$ cat src/sv/action_mask_to_hid_keyboard_report_top_defines.svh
// ----------------------------------------------------------------------------
// Assertion macros for the keyboard report builder
// Concurrent checks clocked on clk and held off while arst_n is low.
// ----------------------------------------------------------------------------
`ifndef ACTION_MASK_TO_HID_KEYBOARD_REPORT_TOP_DEFINES_SVH
`define ACTION_MASK_TO_HID_KEYBOARD_REPORT_TOP_DEFINES_SVH

`ifndef ASSERT_OFF
// prop is a full property expression (may use |-> or |=>)
`define AKR_ASSERT(lbl, prop, msg) \
	lbl: assert property (@(posedge clk) disable iff (!arst_n) (prop)) else $error(msg);
// cond must never be true at a clock edge
`define AKR_ASSERT_NEVER(lbl, cond, msg) \
	lbl: assert property (@(posedge clk) disable iff (!arst_n) !(cond)) else $error(msg);
`else
`define AKR_ASSERT(lbl, prop, msg)
`define AKR_ASSERT_NEVER(lbl, cond, msg)
`endif

`endif

$ cat src/sv/akr_pkg.sv
// ----------------------------------------------------------------------------
// akr_pkg
// Types and constants shared by the keyboard report builder.
// ----------------------------------------------------------------------------
`default_nettype none

package akr_pkg;

	localparam int USAGE_W     = 8;
	localparam int SLOT_FIELDS = 6;
	localparam int ACT_MAX     = 20;
	localparam int ACT_W       = 5;
	localparam int CFG_IDX_W   = 2;
	localparam int CFG_DATA_W  = 64;
	localparam int IN_TDATA_W  = 24;
	localparam int OUT_TDATA_W = 56;

	typedef logic [USAGE_W-1:0] usage_t;
	typedef usage_t [SLOT_FIELDS-1:0] key_row_t;

	localparam usage_t USAGE_NONE   = 8'h00;
	localparam usage_t MOD_FIRST    = 8'hE0;
	localparam usage_t ERR_ROLLOVER = 8'h01;

	typedef enum logic [CFG_IDX_W-1:0] {
		REG_USAGE_LO  = 2'd0,
		REG_USAGE_MID = 2'd1,
		REG_USAGE_HI  = 2'd2
	} cfg_reg_t;

	// sequencer -> slot unit
	typedef struct packed {
		logic   clr;
		logic   en;
		usage_t usage;
	} slot_cmd_t;

	// slot unit -> top
	typedef struct packed {
		logic          rolled;
		logic [7:0]    mods;
		key_row_t      keys;
	} report_t;

endpackage

`default_nettype wire

$ cat src/sv/action_mask_to_hid_keyboard_report_top.sv
// ----------------------------------------------------------------------------
// action_mask_to_hid_keyboard_report_top
// Builds a 6-key boot keyboard report from a mask of active actions.
// ----------------------------------------------------------------------------
//
//  channel   dir   handshake            payload
//  s_axis    in    tvalid/tready        tdata[19:0] action mask
//  m_axis    out   tvalid/tready        tdata: modifiers, key slots 0..5
//                                       tuser[0] rollover_status
//  cfg       in    cfg_we (no wait)     cfg_index, cfg_data
//
//  An accepted item is scanned one action per cycle through the shared
//  slot unit, then the finished report is loaded into the output register.
//  s_axis_tready is high only while the sequencer is idle; the finished
//  report waits in the output register, so a new item may be scanned while
//  the previous report is stalled. The scan result is held until the output
//  register frees. arst_n clears the usage table to zero and empties the
//  output register.
//
// ----------------------------------------------------------------------------
`default_nettype none
`include "action_mask_to_hid_keyboard_report_top_defines.svh"

module action_mask_to_hid_keyboard_report_top import akr_pkg::*; #(
	parameter int NUM_ACTIONS = 20,
	parameter int KEY_SLOTS   = 6
) (
	input  wire logic                   clk,
	input  wire logic                   arst_n,

	input  wire logic                   s_axis_tvalid,
	output      logic                   s_axis_tready,
	// [19:0] action mask, [23:20] zero
	input  wire logic [IN_TDATA_W-1:0]  s_axis_tdata,

	output      logic                   m_axis_tvalid,
	input  wire logic                   m_axis_tready,
	// [7:0] modifier_bits, [15:8] key_slot_0 ... [55:48] key_slot_5
	output      logic [OUT_TDATA_W-1:0] m_axis_tdata,
	// [0] rollover_status
	output      logic                   m_axis_tuser,

	input  wire logic                   cfg_we,
	input  wire logic [CFG_IDX_W-1:0]   cfg_index,
	input  wire logic [CFG_DATA_W-1:0]  cfg_data
);

	typedef enum logic [1:0] {
		ST_IDLE,
		ST_SCAN,
		ST_DONE
	} state_t;

	state_t               state_q;
	logic [ACT_W-1:0]     act_q;
	logic [ACT_MAX-1:0]   mask_q;

	logic [63:0]          tbl_lo_q;
	logic [63:0]          tbl_mid_q;
	logic [31:0]          tbl_hi_q;

	logic                 out_valid_q;
	logic [OUT_TDATA_W-1:0] out_data_q;
	logic                 out_roll_q;

	usage_t               usage_tbl [ACT_MAX];
	slot_cmd_t            cmd;
	report_t              rpt;
	logic                 in_fire;
	logic                 out_free;
	logic                 last_act;

	// ---------------- configuration ----------------
	always_ff @(posedge clk or negedge arst_n) begin
		if (!arst_n) begin
			tbl_lo_q  <= '0;
			tbl_mid_q <= '0;
			tbl_hi_q  <= '0;
		end else if (cfg_we) begin
			case (cfg_reg_t'(cfg_index))
				REG_USAGE_LO:  tbl_lo_q  <= cfg_data;
				REG_USAGE_MID: tbl_mid_q <= cfg_data;
				REG_USAGE_HI:  tbl_hi_q  <= cfg_data[31:0];
				default: ;
			endcase
		end
	end

	// byte n of the packed registers is the usage of action n
	always_comb begin
		for (int i = 0; i < 8; i++) begin
			usage_tbl[i]     = tbl_lo_q[8*i +: 8];
			usage_tbl[8 + i] = tbl_mid_q[8*i +: 8];
		end
		for (int i = 0; i < 4; i++) begin
			usage_tbl[16 + i] = tbl_hi_q[8*i +: 8];
		end
	end

	// ---------------- sequencer ----------------
	assign s_axis_tready = (state_q == ST_IDLE);
	assign in_fire       = s_axis_tvalid && s_axis_tready;
	assign out_free      = !out_valid_q || m_axis_tready;
	assign last_act      = (act_q == ACT_W'(NUM_ACTIONS - 1));

	// actions at or above NUM_ACTIONS are never visited, so their mask bits drop out
	assign cmd.clr   = in_fire;
	assign cmd.en    = (state_q == ST_SCAN) && mask_q[act_q];
	assign cmd.usage = usage_tbl[act_q];

	always_ff @(posedge clk or negedge arst_n) begin
		if (!arst_n) begin
			state_q     <= ST_IDLE;
			act_q       <= '0;
			out_valid_q <= 1'b0;
			out_data_q  <= '0;
			out_roll_q  <= 1'b0;
		end else begin
			case (state_q)
				ST_IDLE: begin
					if (in_fire) begin
						act_q   <= '0;
						state_q <= ST_SCAN;
					end
				end
				ST_SCAN: begin
					if (last_act) begin
						state_q <= ST_DONE;
					end else begin
						act_q <= act_q + ACT_W'(1);
					end
				end
				ST_DONE: begin
					if (out_free) begin
						state_q <= ST_IDLE;
					end
				end
				default: state_q <= ST_IDLE;
			endcase
			// output register: load the finished report, clear once taken
			if (state_q == ST_DONE && out_free) begin
				out_valid_q <= 1'b1;
				out_data_q  <= {rpt.keys, rpt.mods};
				out_roll_q  <= rpt.rolled;
			end else if (m_axis_tready) begin
				out_valid_q <= 1'b0;
			end
		end
	end

	// input payload
	always_ff @(posedge clk) begin
		if (in_fire) begin
			mask_q <= s_axis_tdata[ACT_MAX-1:0];
		end
	end

	assign m_axis_tvalid = out_valid_q;
	assign m_axis_tdata  = out_data_q;
	assign m_axis_tuser  = out_roll_q;

	// ---------------- shared slot unit ----------------
	akr_slot_unit #(
		.KEY_SLOTS (KEY_SLOTS)
	) u_slot (
		.clk    (clk),
		.arst_n (arst_n),
		.cmd    (cmd),
		.rpt    (rpt)
	);

	`AKR_ASSERT(a_busy_after_accept, in_fire |=> !s_axis_tready, "ready right after accept")
	`AKR_ASSERT(a_roll_keys, (m_axis_tvalid && m_axis_tuser) |->
		(m_axis_tdata[15:8] == ERR_ROLLOVER), "rollover report without error code")
	`AKR_ASSERT(a_act_bound, (state_q == ST_SCAN) |-> (act_q < ACT_W'(NUM_ACTIONS)),
		"action counter past table")

endmodule

`default_nettype wire

$ cat src/sv/akr_slot_unit.sv
// ----------------------------------------------------------------------------
// akr_slot_unit
// Shared per-usage unit: modifier set, duplicate check, slot insert, rollover.
// ----------------------------------------------------------------------------
`default_nettype none
`include "action_mask_to_hid_keyboard_report_top_defines.svh"

module akr_slot_unit import akr_pkg::*; #(
	parameter int KEY_SLOTS = 6
) (
	input  wire logic      clk,
	input  wire logic      arst_n,
	input  wire slot_cmd_t cmd,
	output report_t        rpt
);

	localparam int FILL_W = $clog2(KEY_SLOTS + 1);

	usage_t            slot_q [KEY_SLOTS];
	logic [FILL_W-1:0] fill_q;
	logic              roll_q;
	logic [7:0]        mod_q;

	logic is_mod;
	logic is_none;
	logic hit;
	logic full;
	logic insert;

	assign is_none = (cmd.usage == USAGE_NONE);
	assign is_mod  = (cmd.usage[USAGE_W-1:3] == MOD_FIRST[USAGE_W-1:3]);
	assign full    = (fill_q == FILL_W'(KEY_SLOTS));

	// empty slots hold zero and a zero usage never reaches the key path
	always_comb begin
		hit = 1'b0;
		for (int i = 0; i < KEY_SLOTS; i++) begin
			if (slot_q[i] == cmd.usage) begin
				hit = 1'b1;
			end
		end
	end

	assign insert = cmd.en && !is_none && !is_mod && !roll_q && !hit && !full;

	always_ff @(posedge clk or negedge arst_n) begin
		if (!arst_n) begin
			fill_q <= '0;
			roll_q <= 1'b0;
			mod_q  <= '0;
		end else if (cmd.clr) begin
			fill_q <= '0;
			roll_q <= 1'b0;
			mod_q  <= '0;
		end else if (cmd.en && !is_none) begin
			if (is_mod) begin
				mod_q <= mod_q | (8'h01 << cmd.usage[2:0]);
			end else if (!roll_q && !hit) begin
				if (full) begin
					roll_q <= 1'b1;
				end else begin
					fill_q <= fill_q + FILL_W'(1);
				end
			end
		end
	end

	always_ff @(posedge clk) begin
		for (int i = 0; i < KEY_SLOTS; i++) begin
			if (cmd.clr) begin
				slot_q[i] <= USAGE_NONE;
			end else if (insert && fill_q == FILL_W'(i)) begin
				slot_q[i] <= cmd.usage;
			end
		end
	end

	assign rpt.rolled = roll_q;
	assign rpt.mods   = mod_q;

	for (genvar g = 0; g < SLOT_FIELDS; g++) begin : g_key
		if (g < KEY_SLOTS) begin : g_used
			assign rpt.keys[g] = roll_q ? ERR_ROLLOVER : slot_q[g];
		end else begin : g_unused
			assign rpt.keys[g] = USAGE_NONE;
		end
	end

	`AKR_ASSERT_NEVER(a_fill_bound, fill_q > FILL_W'(KEY_SLOTS), "slot fill count overran")
	`AKR_ASSERT(a_roll_full, roll_q |-> full, "rollover with free key slots")
	`AKR_ASSERT(a_clr_empty, cmd.clr |=> (fill_q == '0 && !roll_q && mod_q == '0),
		"report state not cleared")

endmodule

`default_nettype wire

$ cat config.mk
export PLATFORM = sky130hd
export DESIGN_NAME = action_mask_to_hid_keyboard_report_top
export DESIGN_NICKNAME = d
export VERILOG_FILES = /design/src/sv/akr_pkg.sv /design/src/sv/action_mask_to_hid_keyboard_report_top.sv /design/src/sv/akr_slot_unit.sv
export VERILOG_INCLUDE_DIRS = /design/src /design/src/sv
export SDC_FILE = /design/constraint.sdc
export NUM_CORES = 1
export LEC_CHECK = 0
export ABC_AREA = 1
export BUFFER_PORTS_ARGS = -buffer_cell sky130_fd_sc_hd__buf_2
export CAP_MARGIN = 20
export CELL_PAD_IN_SITES_DETAIL_PLACEMENT = 1
export CELL_PAD_IN_SITES_GLOBAL_PLACEMENT = 1
export CORE_ASPECT_RATIO = 2
export CORE_MARGIN = 5
export CORE_UTILIZATION = 35
export CTS_CLUSTER_DIAMETER = 80
export CTS_CLUSTER_SIZE = 20
export DETAILED_ROUTE_END_ITERATION = 8
export PLACE_DENSITY = 0.71
export SLEW_MARGIN = 15
export SYNTH_ARGS = -nofsm -noshare
export SYNTH_HDL_FRONTEND = slang
export SYNTH_SLANG_ARGS = --single-unit
export TNS_END_PERCENT = 30
$ cat constraint.sdc
create_clock -name clk -period 10.3 [get_ports clk]
set_clock_uncertainty 0.1 [all_clocks]
set_input_delay 2.06 -clock clk [delete_from_list [all_inputs] [get_ports clk]]
set_output_delay 2.06 -clock clk [all_outputs]
set_load 0.05 [all_outputs]
# [Word-level counts from Yosys, hierarchy flattened]
# Memory sizes are Yosys's and may differ from the RTL's.
# Index checks and enable logic that the tools add are counted.
[word_totals] regBits=257 mem_bits_rw=48 out_inout_bits=59 wordCells=155 n_memories=1
[op_classes] n_addsub=2 n_lt_le_gt_ge=2 n_eq_ne=24 shift=1 muxes=65 bitwise_logic=8 n_reduce_logical=40
[memory_table] memory="u_slot.slot_q" words=6 width=8 rd=6 rd_clocked_by_memory_dff=0 wr=6 line="akr_slot_unit.sv:19" source="usage_t slot_q [KEY_SLOTS];"
[op_table] cell="$mux 8" count=17
[op_table] cell="$eq 8x8->1" count=6
[op_table] cell="$bmux 8 s5" count=1
[op_table] cell="$mux 1" count=34
[op_table] cell="$logic_and 1x1->1" count=15
[op_table] cell="$mux 3" count=5
[op_table] cell="$reduce_bool 2->1" count=6
[op_table] cell="$eq 5x5->1 const B" count=2
[op_table] cell="$mux 5" count=2
[op_table] cell="$ne 2x2->1 const B" count=5
[op_table] cell="$pmux 5 s2" count=1
[op_table] cell="$eq 3x3->1 const B" count=3
[op_table] cell="$logic_not 8->1" count=1
[op_table] cell="$or 8x8->8" count=1
[op_table] cell="$reduce_and 2->1" count=4
[op_table] cell="$reduce_and 4->1" count=2
[op_table] cell="$shl 1x3->8 const A" count=1
[op_table] cell="$eq 3x2->1 const B" count=2
[op_table] cell="$ge 6x6->1 const B" count=1
[op_table] cell="$logic_not 1->1" count=6
[op_table] cell="$lt 5x6->1 const B" count=1
[op_table] cell="$mux 2" count=3
[op_table] cell="$not 5->6" count=1
[op_table] cell="$or 1x1->1" count=6
[op_table] cell="12 further kinds" count=16

# [Longest topological paths before layout]
[depth] word_depth=19 ltp_mapped=22 mapped_depth_nobuf=20

# [Hierarchy]
# Synthesis repeated with hierarchy kept, for this count alone.
[hier_totals] hier_cells=1683 area_unflattened_um2=14746.6
[modules_own_cells] module="action_mask_to_hid_keyboard_report_top" instances=1 cells_per_inst=1155 area_per_inst_um2=10767.8
[modules_own_cells] module="akr_slot_unit" instances=1 cells_per_inst=528 area_per_inst_um2=3978.8

# [Worst setup path before layout]
# Ideal clock, no wire load.
[synth_timing] path_kind="input to register" start="input s_axis_tvalid" end="register mask_q[0] (enable)" setup_ns=0.392 t_arrival_ns=3.030 required_time_ns=9.808 setup_slack_ns=6.778 stages=3 cell_sequence="nand2_1 inv_1 clkbuf_1"
[synth_rtl] element="start, declared" line="action_mask_to_hid_keyboard_report_top.sv:31" source="input wire logic s_axis_tvalid,"
[synth_rtl] element="end signal, assigned" line="action_mask_to_hid_keyboard_report_top.sv:154" source="mask_q <= s_axis_tdata[ACT_MAX-1:0];"
[synth_rtl] element="end, declared" line="action_mask_to_hid_keyboard_report_top.sv:56" source="logic [ACT_MAX-1:0] mask_q;"

==> results.yml <==
die:
  num_rows: 104
  die_h_um: 295.6
  ios: 154
  design.die.area_mm2: 0.04516
  fp.coreArea_mm2: 0.04034
  fp.dieW_um: 152.8
  initial_core_util_pct: 35.38
yosys:
  syn_inst: 1756
  synthAdderAreaFrac_pct: 0.5260
  yosysUniqueCellTypes: 30
  synth-seq-cells: 305
  async_flop_share_pct: 77.70
  synthFlopType: "dfrtp_1"
  ys_warn_count: 0
  synth_compound_area_share_pct: 10.93
  synth-simple-area-share_pct: 24.04
  synth_area_mm2: 0.01427
  synthMuxAreaShare_pct: 0
  synth-xor-area-share_pct: 0.1841
  syn_avg_cell_area_um2: 8.127
  synth_edf_count: 68
  synth_top_family_by_area: "simple AND/OR/NAND/NOR gates"
  syn_nets: 1857
  ys_seq_area_share_pct: 55.87
global_routing:
  grt_pass1_wl_um: 70420
  grt_max_degree: 113
  use_met2_pct: 40.44
  top_usage_layer: "met2"
  grt-ovfl-total: 0
  grt_pass1_vias: 12647
  grtUsageTotal_pct: 19.80
  gr-usage-met1_pct: 19.62
  antenna_found_initial: 0
  use_met3_pct: 1.904
critical_path:
  r2r_setup_slack_ps: 4260
  cp_max_fo: 46
  r2r_cells: 18
  cpPeakStageDelay_ps: 970
  critPathMostFrequentCell: "nand2_1"
  r2r_start: "act_q[0]"
  worstPathRequired_ps: 10340
  timing.rr.end: "u_slot.slot_q[1][11]"
  endpoint_kind: "flop"
  cpMaxStageDelayCell: "o21ai_1"
  path_class: "flop to flop"
  cp-start-kind: "flop"
  crit_arrival_ps: 6090
  crit_path_cell_trace: "inv_2, buf_4, nand2_1, nand3_1, nand2_1, nand2_1, nand2_1, o21ai_2, nand2_1, nand2_1, nand2_1, nand2_1, nor2_1, nand2_1, nand2_1, nor2_4, nand3_2, o21ai_1"
timing:
  period_share_pct: 58.65
  finalHoldViolations: 0
  rsz0062_at_grt: "no"
  setup_viol: 0
  fin_crit_ps: 6041
  max_slew_margin_pct: 28.98
  fmax_ghz: 0.1655
  tightest_slew_ps: 1058
  fin_ws_ps: 4259
  setup_tns_ps: 0
  drv_slew: 0
power:
  leakagePower_uw: 0.008190
  ir_drop_mv: 0.1456
  p_per_area_mw_per_mm2: 283.6
  finalPower_uw: 4536
cts:
  cts_root_buf: "clkbuf_16"
  max-clock-path-buffers: 3
  cts_sinks: 305
  hold_buffers: 0
  cts_max_level: 1
  clkSlewWorstSetupHoldPaths_ps: 90
  tritoncts: "yes"
  post_cts_buffers: 0
  cts_resized: 0
  cts_buffers: 19
  worstSkewPairLatency_ps: 530
placed_design:
  gp_congestion: 0.8465
  numPortBuffers: 149
  dp_hpwl_um: 33460
  pre_cts_slack_ps: 4274
drt:
  wl_um: 45280
  firstDrtPassIters: 5
  wl_per_cell_um: 18.88
  ant_nets: 0
  vias: 11797
  via_per_inst: 4.920
  drc: 0
  drt_iter0_drc: 465
run:
  maxCapViolCount: 0
layout:
  antennaDiodeCount: 0
  nNetsFinal: 1960
  layout-drive-gt1-share_pct: 11.94
  syn_to_final_growth_pct: 12.08
outcome:
  status: "finished, final reports clean"
min_path:
  holdPathEnd: "m_axis_tdata[41]"
  whs_path_depth: 2
  min_path_type: "flop to flop"
  hp-start: "m_axis_tdata[41]"
==> final cells by class <==
| type | instances | area, µm² |
|---|---|---|
| multi-input cells | 1151 | 5117 |
| well taps | 530 | 663.1 |
| inverters | 220 | 825.8 |
| clock inverters | 1 | 16.27 |
| repair buffers | 162 | 885.9 |
| fillers | 4949 | 24340 |
| clock buffers | 29 | 513.0 |
| flip-flops and latches | 305 | 7974 |
==> cells by family after synthesis <==
logic type / after synthesis
DFF: 305
buffers and inverters: 300
and+or+nand+nor: 841
AOI/OAI and AO/OA: 301
adders and majority gates: 6
xor gates and xnor gates: 3
==> worst max-delay path, delay by kind of cell (launching register included) <==
family / cells / cell delay, ps
AO/OA/AOI/OAI: 2 / 1350
buffers and inverters: 2 / 1270
flip-flops: 1 / 620
AND/OR/NAND/NOR: 14 / 2230
==> metrics by stage <==
step / area [µm²] / utilization (%) / cells / hold slack, ps
after floorplan: 14270 / - / 1756 / 347.8
after global placement: 15420 / 38.22 / 2366 / 360.6
after detailed placement: 15440 / 38.27 / 2367 / 370.8
after CTS: 15970 / 39.58 / 2397 / 390.9
after global routing: 16000 / 39.65 / 2398 / 399.7
final: 16000 / 39.65 / 2398 / 383.7
==> state kept, by name (all words and copies together), names as in the netlist <==
register and cells:
u_slot.roll_q 1, mask_q 20, act_q 5, u_slot.slot_q 48
u_slot.fill_q 3, state_q 2, tbl_hi_q 32, tbl_lo_q 64
tbl_mid_q 64, m_axis_tuser 1, m_axis_tvalid 1, m_axis_tdata 56
u_slot.mod_q 8
==> synth_stat cells, types with 4 or more instances <==
| cell | n | area share, % |
|---|---|---|
| nand4_1 | 11 | 0.48 |
| dfrtp_1 | 237 | 42 |
| inv_2 | 5 | 0.13 |
| a21oi_1 | 18 | 0.63 |
| nand4_2 | 5 | 0.44 |
| o21ai_2 | 8 | 0.49 |
| o21ai_0 | 245 | 8.6 |
| clkinv_1 | 5 | 0.13 |
| inv_1 | 210 | 5.5 |
| nand2_2 | 5 | 0.22 |
| buf_4 | 8 | 0.42 |
| buf_2 | 16 | 0.56 |
| o22ai_1 | 13 | 0.57 |
| buf_1 | 5 | 0.13 |
| nand2_1 | 590 | 16 |
| nor2_1 | 131 | 3.4 |
| nor3_2 | 8 | 0.56 |
| edfxtp_1 | 68 | 14 |
| o21ai_1 | 15 | 0.53 |
| ha_1 | 6 | 0.53 |
| buf_6 | 4 | 0.32 |
| clkbuf_1 | 47 | 1.2 |
| nand3_1 | 80 | 2.8 |
| nor3_1 | 5 | 0.18 |
==> layout by cell type (no fill, tap or decap), drive strengths merged, types with 16 or more instances in the layout <==
master / n
inv: 216
buf: 162
o21ai: 268
edfxtp: 68
nand2: 595
nor2: 135
dfrtp: 237
nand4: 16
clkbuf: 29
a21oi: 18
nand3: 81
==> layer usage <==
metal,vias to the layer above,share of wire [%]
met4,0,5.4
met3,89,2.4
met1,5782,35
li1,5728,-
met5,-,0
met2,198,57
==> where the power goes <==
group	leakage (µW)	switching [µW]	total, µW	internal (µW)
sequential	0.00364	165	1700	1540
clock	0.000253	416	765	349
combinational	0.00430	1570	2070	496
==> worst max path at each step <==
stage                       start              endpoint  depth (start not counted)
global route             act_q[0]  u_slot.slot_q[1][11]                         18
detailed placement       act_q[0]  u_slot.slot_q[1][15]                         18
CTS                      act_q[0]  u_slot.slot_q[1][11]                         18
finish                   act_q[0]  u_slot.slot_q[1][11]                         18
floorplan           s_axis_tvalid             mask_q[0]                          3
global placement         act_q[0]  u_slot.slot_q[1][15]                         18
Note: power is estimated with default switching activity, not from simulation.
